--- src/rtl/adcl_pkg.sv ---
package adcl_pkg;

  localparam int unsigned CreditW  = 40;
  localparam int unsigned TimeW    = 32;
  localparam int unsigned RateW    = 16;
  localparam int unsigned PreW     = 16;
  localparam int unsigned OvhW     = 5;
  localparam int unsigned BitTimeW = 16;
  localparam int unsigned ReqW     = 2;
  localparam int unsigned LenW     = 8;
  localparam int unsigned CfgIdxW  = 3;

  // request codes
  localparam logic [ReqW-1:0] REQ_REFILL  = 2'd0;
  localparam logic [ReqW-1:0] REQ_SEND    = 2'd1;
  localparam logic [ReqW-1:0] REQ_RESTART = 2'd2;

  // register indexes
  localparam logic [CfgIdxW-1:0] REG_REFILL   = 3'd0;
  localparam logic [CfgIdxW-1:0] REG_CAPACITY = 3'd1;
  localparam logic [CfgIdxW-1:0] REG_PREAMBLE = 3'd2;
  localparam logic [CfgIdxW-1:0] REG_OVERHEAD = 3'd3;
  localparam logic [CfgIdxW-1:0] REG_BIT_TIME = 3'd4;

  // register reset values
  localparam logic [RateW-1:0]    RST_REFILL   = 16'd2560;
  localparam logic [CreditW-1:0]  RST_CAPACITY = 40'd9216000000;
  localparam logic [PreW-1:0]     RST_PREAMBLE = 16'd32;
  localparam logic [OvhW-1:0]     RST_OVERHEAD = 5'd5;
  localparam logic [BitTimeW-1:0] RST_BIT_TIME = 16'd5120;

  typedef struct packed {
    logic [RateW-1:0]    refill_per_ms_q8;
    logic [CreditW-1:0]  capacity_q8;
    logic [PreW-1:0]     preamble_bits;
    logic [OvhW-1:0]     overhead_bytes;
    logic [BitTimeW-1:0] us_per_bit_q8;
  } adcl_cfg_t;

endpackage

--- src/rtl/adcl_calc.sv ---
module adcl_calc (
  input  adcl_pkg::adcl_cfg_t                cfg,
  input  logic [adcl_pkg::CreditW-1:0]       budget,
  input  logic [adcl_pkg::TimeW-1:0]         last_time_ms,
  input  logic [adcl_pkg::ReqW-1:0]          req_type,
  input  logic [adcl_pkg::TimeW-1:0]         now_ms,
  input  logic [adcl_pkg::LenW-1:0]          payload_len,
  input  logic                               tx_ok,
  output logic                               granted,
  output logic [adcl_pkg::CreditW-1:0]       airtime_q8,
  output logic [adcl_pkg::CreditW-1:0]       budget_nxt
);

  logic [31:0] elapsed;
  logic [47:0] refill_amt;
  logic [48:0] credit;
  logic [39:0] clamped;
  logic [8:0]  frame_bytes;
  logic [16:0] frame_bits;
  logic [32:0] airtime_raw;
  logic [39:0] airtime;
  logic        is_send;
  logic        is_restart;
  logic        fits;

  // refill: wrapped elapsed time times rate, saturated at capacity
  assign elapsed    = now_ms - last_time_ms;
  assign refill_amt = elapsed * cfg.refill_per_ms_q8;
  assign credit     = {9'd0, budget} + {1'b0, refill_amt};
  assign clamped    = (credit > {9'd0, cfg.capacity_q8}) ? cfg.capacity_q8 : credit[39:0];

  assign frame_bytes = {4'd0, cfg.overhead_bytes} + {1'b0, payload_len};
  assign frame_bits  = {1'b0, cfg.preamble_bits} + {5'd0, frame_bytes, 3'd0};
  assign airtime_raw = frame_bits * cfg.us_per_bit_q8;
  assign airtime     = {7'd0, airtime_raw};

  always_comb begin
    is_send    = 1'b0;
    is_restart = 1'b0;
    case (req_type)
      adcl_pkg::REQ_SEND:    is_send    = 1'b1;
      adcl_pkg::REQ_RESTART: is_restart = 1'b1;
      default: ;
    endcase
  end

  assign fits       = (airtime <= clamped);
  assign granted    = is_send & fits;
  assign airtime_q8 = is_send ? airtime : '0;

  always_comb begin
    if (is_restart) begin
      budget_nxt = '0;
    end else if (granted && tx_ok) begin
      budget_nxt = clamped - airtime;
    end else begin
      budget_nxt = clamped;
    end
  end

endmodule

--- src/rtl/airtime_duty_cycle_limiter.sv ---
// Pipeline: an accepted input beat is held in the input register, its result in the result register.
// Throughput: one item per cycle while the result side is not stalled; the budget loop closes through the refill
// multiply, the capacity clamp and the charge subtract.
// Reset (rst_n low, synchronous): both stages empty, budget and last timestamp cleared,
// configuration registers back to their defaults.
module airtime_duty_cycle_limiter (
  input  logic                              clk,
  input  logic                              rst_n,
  input  logic                              in_valid,
  output logic                              in_stall,
  input  logic [adcl_pkg::ReqW-1:0]         in_req_type,
  input  logic [adcl_pkg::TimeW-1:0]        in_now_ms,
  input  logic [adcl_pkg::LenW-1:0]         in_payload_len,
  input  logic                              in_tx_ok,
  output logic                              out_valid,
  input  logic                              out_stall,
  output logic                              out_granted,
  output logic [adcl_pkg::CreditW-1:0]      out_airtime_q8,
  output logic [adcl_pkg::CreditW-1:0]      out_budget_q8,
  input  logic                              cfg_valid,
  output logic                              cfg_ready,
  input  logic [adcl_pkg::CfgIdxW-1:0]      cfg_index,
  input  logic [adcl_pkg::CreditW-1:0]      cfg_data
);

  adcl_pkg::adcl_cfg_t cfg_r;

  logic                             s1_valid_r;
  logic [adcl_pkg::ReqW-1:0]        s1_req_r;
  logic [adcl_pkg::TimeW-1:0]       s1_now_r;
  logic [adcl_pkg::LenW-1:0]        s1_len_r;
  logic                             s1_ok_r;

  logic [adcl_pkg::CreditW-1:0]     budget_r;
  logic [adcl_pkg::TimeW-1:0]       last_time_r;

  logic                             out_valid_r;
  logic                             out_granted_r;
  logic [adcl_pkg::CreditW-1:0]     out_airtime_r;
  logic [adcl_pkg::CreditW-1:0]     out_budget_r;

  logic                             adv;
  logic                             in_accept;
  logic                             calc_granted;
  logic [adcl_pkg::CreditW-1:0]     calc_airtime;
  logic [adcl_pkg::CreditW-1:0]     budget_nxt;

  // result register free or being drained this cycle
  assign adv       = ~out_valid_r | ~out_stall;
  assign in_stall  = s1_valid_r & ~adv;
  assign in_accept = in_valid & ~in_stall;
  assign cfg_ready = 1'b1;

  always_ff @(posedge clk) begin
    if (!rst_n) begin
      cfg_r.refill_per_ms_q8 <= adcl_pkg::RST_REFILL;
      cfg_r.capacity_q8      <= adcl_pkg::RST_CAPACITY;
      cfg_r.preamble_bits    <= adcl_pkg::RST_PREAMBLE;
      cfg_r.overhead_bytes   <= adcl_pkg::RST_OVERHEAD;
      cfg_r.us_per_bit_q8    <= adcl_pkg::RST_BIT_TIME;
    end else if (cfg_valid && cfg_ready) begin
      unique case (cfg_index)
        adcl_pkg::REG_REFILL:   cfg_r.refill_per_ms_q8 <= cfg_data[adcl_pkg::RateW-1:0];
        adcl_pkg::REG_CAPACITY: cfg_r.capacity_q8      <= cfg_data;
        adcl_pkg::REG_PREAMBLE: cfg_r.preamble_bits    <= cfg_data[adcl_pkg::PreW-1:0];
        adcl_pkg::REG_OVERHEAD: cfg_r.overhead_bytes   <= cfg_data[adcl_pkg::OvhW-1:0];
        adcl_pkg::REG_BIT_TIME: cfg_r.us_per_bit_q8    <= cfg_data[adcl_pkg::BitTimeW-1:0];
        default: ;
      endcase
    end
  end

  adcl_calc u_calc (
    .cfg          (cfg_r),
    .budget       (budget_r),
    .last_time_ms (last_time_r),
    .req_type     (s1_req_r),
    .now_ms       (s1_now_r),
    .payload_len  (s1_len_r),
    .tx_ok        (s1_ok_r),
    .granted      (calc_granted),
    .airtime_q8   (calc_airtime),
    .budget_nxt   (budget_nxt)
  );

  // input stage
  always_ff @(posedge clk) begin
    if (!rst_n) begin
      s1_valid_r <= 1'b0;
    end else if (in_accept) begin
      s1_valid_r <= 1'b1;
    end else if (adv) begin
      s1_valid_r <= 1'b0;
    end
  end

  always_ff @(posedge clk) begin
    if (in_accept) begin
      s1_req_r <= in_req_type;
      s1_now_r <= in_now_ms;
      s1_len_r <= in_payload_len;
      s1_ok_r  <= in_tx_ok;
    end
  end

  // bucket state moves when the item leaves the input stage
  always_ff @(posedge clk) begin
    if (!rst_n) begin
      budget_r    <= '0;
      last_time_r <= '0;
    end else if (s1_valid_r && adv) begin
      budget_r    <= budget_nxt;
      last_time_r <= s1_now_r;
    end
  end

  // result stage
  always_ff @(posedge clk) begin
    if (!rst_n) begin
      out_valid_r <= 1'b0;
    end else if (adv) begin
      out_valid_r <= s1_valid_r;
    end
  end

  always_ff @(posedge clk) begin
    if (s1_valid_r && adv) begin
      out_granted_r <= calc_granted;
      out_airtime_r <= calc_airtime;
      out_budget_r  <= budget_nxt;
    end
  end

  assign out_valid      = out_valid_r;
  assign out_granted    = out_granted_r;
  assign out_airtime_q8 = out_airtime_r;
  assign out_budget_q8  = out_budget_r;

endmodule

--- config.mk ---
export PLATFORM = sky130hd
export DESIGN_NAME = airtime_duty_cycle_limiter
export DESIGN_NICKNAME = d
export VERILOG_FILES = /design/src/rtl/adcl_pkg.sv /design/src/rtl/adcl_calc.sv /design/src/rtl/airtime_duty_cycle_limiter.sv
export SDC_FILE = /design/constraint.sdc
export NUM_CORES = 2
export LEC_CHECK = 0
export ABC_AREA = 0
export BUFFER_PORTS_ARGS = -buffer_cell sky130_fd_sc_hd__clkbuf_2
export CAP_MARGIN = 10
export CORE_MARGIN = 3
export CORE_UTILIZATION = 40
export CTS_CLUSTER_DIAMETER = 40
export DETAILED_ROUTE_END_ITERATION = 8
export GPL_TIMING_DRIVEN = 0
export PLACE_DENSITY = 0.59
export REMOVE_ABC_BUFFERS = 1
export SLEW_MARGIN = 20
export SYNTH_ARGS = -nofsm -noshare
export SYNTH_HDL_FRONTEND = slang
export SYNTH_SLANG_ARGS = --single-unit
--- constraint.sdc ---
create_clock -name clk -period 30.8 [get_ports clk]
set_clock_uncertainty 0.2 [all_clocks]
set_input_delay 6.16 -clock clk [delete_from_list [all_inputs] [get_ports clk]]
set_output_delay 6.16 -clock clk [all_outputs]
set_load 0.02 [all_outputs]
==> qor.yml <==
htreeDepth: 2
post-route-min-period_ps: 18700
final_core_util: 0.453
synth_top_family_by_area: "adder cells"
dieArea_um2: 109000
p_leak_nw: 22.0
worstSetupPathType: "flop to flop"
synth_cells: 4797
cp_num_buf_inv: 8
vias: 32489
clockBufferDepth: 3
period_share: 0.607
critPathSlowestCell: "mux2i_1"
synthArstFlopShare: 0
slew_headroom: 0.311
switching_share: 0.507
synthDistinctLibCells: 72
synthMuxAreaShare: 0.0121
grt_max_degree: 99
p_per_area_nw_per_um2: 75.4
ir_worst_vdd_mv: 0.0732
cts_buffers: 56
overflow: 0
initial_core_util: 0.404
avgSynthCellArea_um2: 8.74
hold_violations: 0
seqPwrFrac: 0.126
syn_area_um2: 41900
pin_count: 175
fin_nets: 5995
power_frac_comb: 0.694
clockPowerShare: 0.180
finalSetupViolCount: 0
wire_per_inst_um: 19.0
synth_compound_area_frac: 0.0971
ys_seq_area_frac: 0.164
cts_setup_buffers: 0
dr.pass1.iters: 5
ys_warn_count: 0
viasPerCell: 5.15
path_delay_family: "compound AO/OA/AOI/OAI gates"
synth_seq_cells: 284
gp_congestion: 0.916
worst_pin_slew_ps: 1030
root_buffer: "clkbuf_16"
cp_max_fo: 33
dieHeight_um: 330
coreArea_um2: 104000
crit_path_max_incr_delay_ps: 730
area_growth_pct: 12.2
fin_area_um2: 47000
setup_tns_ps: 0
synth_xor_area_frac: 0.0297
multi_input_area_um2: 31200
p_total_mw: 3.55
grt_util_all_layers: 0.225
synthSimpleGateAreaFrac: 0.172
numPortBuffers: 166
status: "completed"
grt_pass1_vias: 33231
cp_common_cell: "fa_1"
cts_resized: 0
synth_adder_area_share: 0.425
drv_cap: 0
rsz0062_at_grt: "no"
clk_pin_slew_worst_paths_ps: 60
power_switching_mw: 1.80
die_w_um: 330
cp-end-kind: "flop"
dp_hpwl_um: 99300
seq_area_um2: 6880
num_rows: 118
p_int_mw: 1.75
fillerInstances: 10065
startpoint_type: "flop"
required_ps: 30940
drc: 0
whs_ps: 258
timing.fmax_mhz: 53.5
drt_wl_total_um: 120000
layout-drive-gt1-share: 0.0886
ys.flop_type: "dfxtp_1"
cts_sinks: 284
postCtsHoldBufs: 0
drt_first_iter_violations: 1985
ant_nets: 0
cp.arrival_ps: 18830
cts_tree: "done"
hp-class: "flop to flop"
placed_area_um2: 45100
slew_viol_final: 0
grt_pass1_wl_um: 189000
antenna_found_initial: 4
clock_latency_ps: 640
synth-edff-count: 117
-- area by class of cell --
type	count	share of cell area
flip-flops and latches	284	0.146
well taps	1380	0.0367
clock buffers	61	0.0309
diodes	1	0.0000532
repair buffers	233	0.0397
multi-input cells	3399	0.663
clock inverters	45	0.0108
inverters	910	0.0727
-- through the flow --
step	worst slack, ps	instances
after floorplan	13870	4593
after global placement	8490	6139
after detailed placement	11750	6206
after CTS	11690	6312
after global routing	10980	6312
final	12100	6313
-- state kept, by name (all words and copies together) (netlist names) --
register,flops
s1_req_r,2
out_airtime_q8,33
out_valid,1
s1_ok_r,1
s1_now_r,32
out_budget_q8,40
cfg_r,93
out_granted,1
budget_r,40
s1_valid_r,1
last_time_r,32
s1_len_r,8
-- power groups by stage --
stage          Clock [mW]  Sequential, mW  Combinational (mW)
2_1_floorplan           0           0.465                1.70
3_3_place_gp            0           0.459                2.36
3_5_place_dp            0           0.454                2.42
4_1_cts             0.650           0.447                2.44
5_1_grt             0.667           0.450                2.74
6_report            0.639           0.447                2.46
-- logic make-up (layout without fill, tap and decap cells) --
family | count (synthesis) | in the layout
adders and majority gates | 1020 | 1020
muxes | 50 | 50
AOI/OAI and AO/OA | 621 | 621
other | 2 | 9
buffers and inverters | 1120 | 1249
DFF | 284 | 284
and+or+nand+nor | 1558 | 1558
xor gates and xnor gates | 142 | 142
-- path summary, 6_finish.rpt --
| kind | endpoint | slack [ps] | depth (start not counted) | from |
|---|---|---|---|---|
| min reg2reg | last_time_r[26] | 260 | 2 | last_time_r[26] |
| max reg2reg | out_budget_q8[21] | 12100 | 63 | s1_now_r[0] |
| max | out_budget_q8[21] | 12100 | 63 | s1_now_r[0] |
| min | last_time_r[26] | 260 | 2 | last_time_r[26] |
-- worst min-delay path: stages, from the launching register on --
cell and delay, ps:
dfxtp_1 300, nand2_1 40, a21boi_0 60
-- synthesized netlist by cell type, types with 30 or more instances --
cell	n	share of area
o21ai_0	115	0.014
edfxtp_1	117	0.084
dfxtp_1	167	0.080
xnor2_1	91	0.019
nand2_1	835	0.075
xor2_1	51	0.011
nand2b_1	38	0.0057
mux2i_1	46	0.011
fa_1	671	0.32
a21o_1	48	0.0086
a21boi_0	120	0.021
nand3_1	38	0.0045
nor2b_1	55	0.0082
inv_1	909	0.081
a21oi_1	137	0.016
ha_1	349	0.10
clkbuf_1	188	0.017
and2_1	291	0.043
o21a_1	30	0.0054
nor2_1	170	0.015
-- metal layers --
metal | vias up | GRT usage | share of wire
met4 | 0 | 0.0564 | 0.025
met5 | - | 0 | 0
met1 | 16334 | 0.304 | 0.44
met3 | 161 | 0.0383 | 0.069
met2 | 903 | 0.374 | 0.47
li1 | 15091 | - | -
-- cells in the final DEF (no fill, tap or decap), types with 53 or more instances in the layout --
cell,n
a21boi_0,119
nand2_1,833
and2_1,291
nor2b_1,53
ha_1,349
inv_1,909
clkbuf_2,165
edfxtp_1,117
xnor2_1,64
clkbuf_16,57
fa_1,671
a21oi_1,136
dfxtp_1,151
o21ai_0,115
nor2_1,164
(Power assumes the default switching activity.)
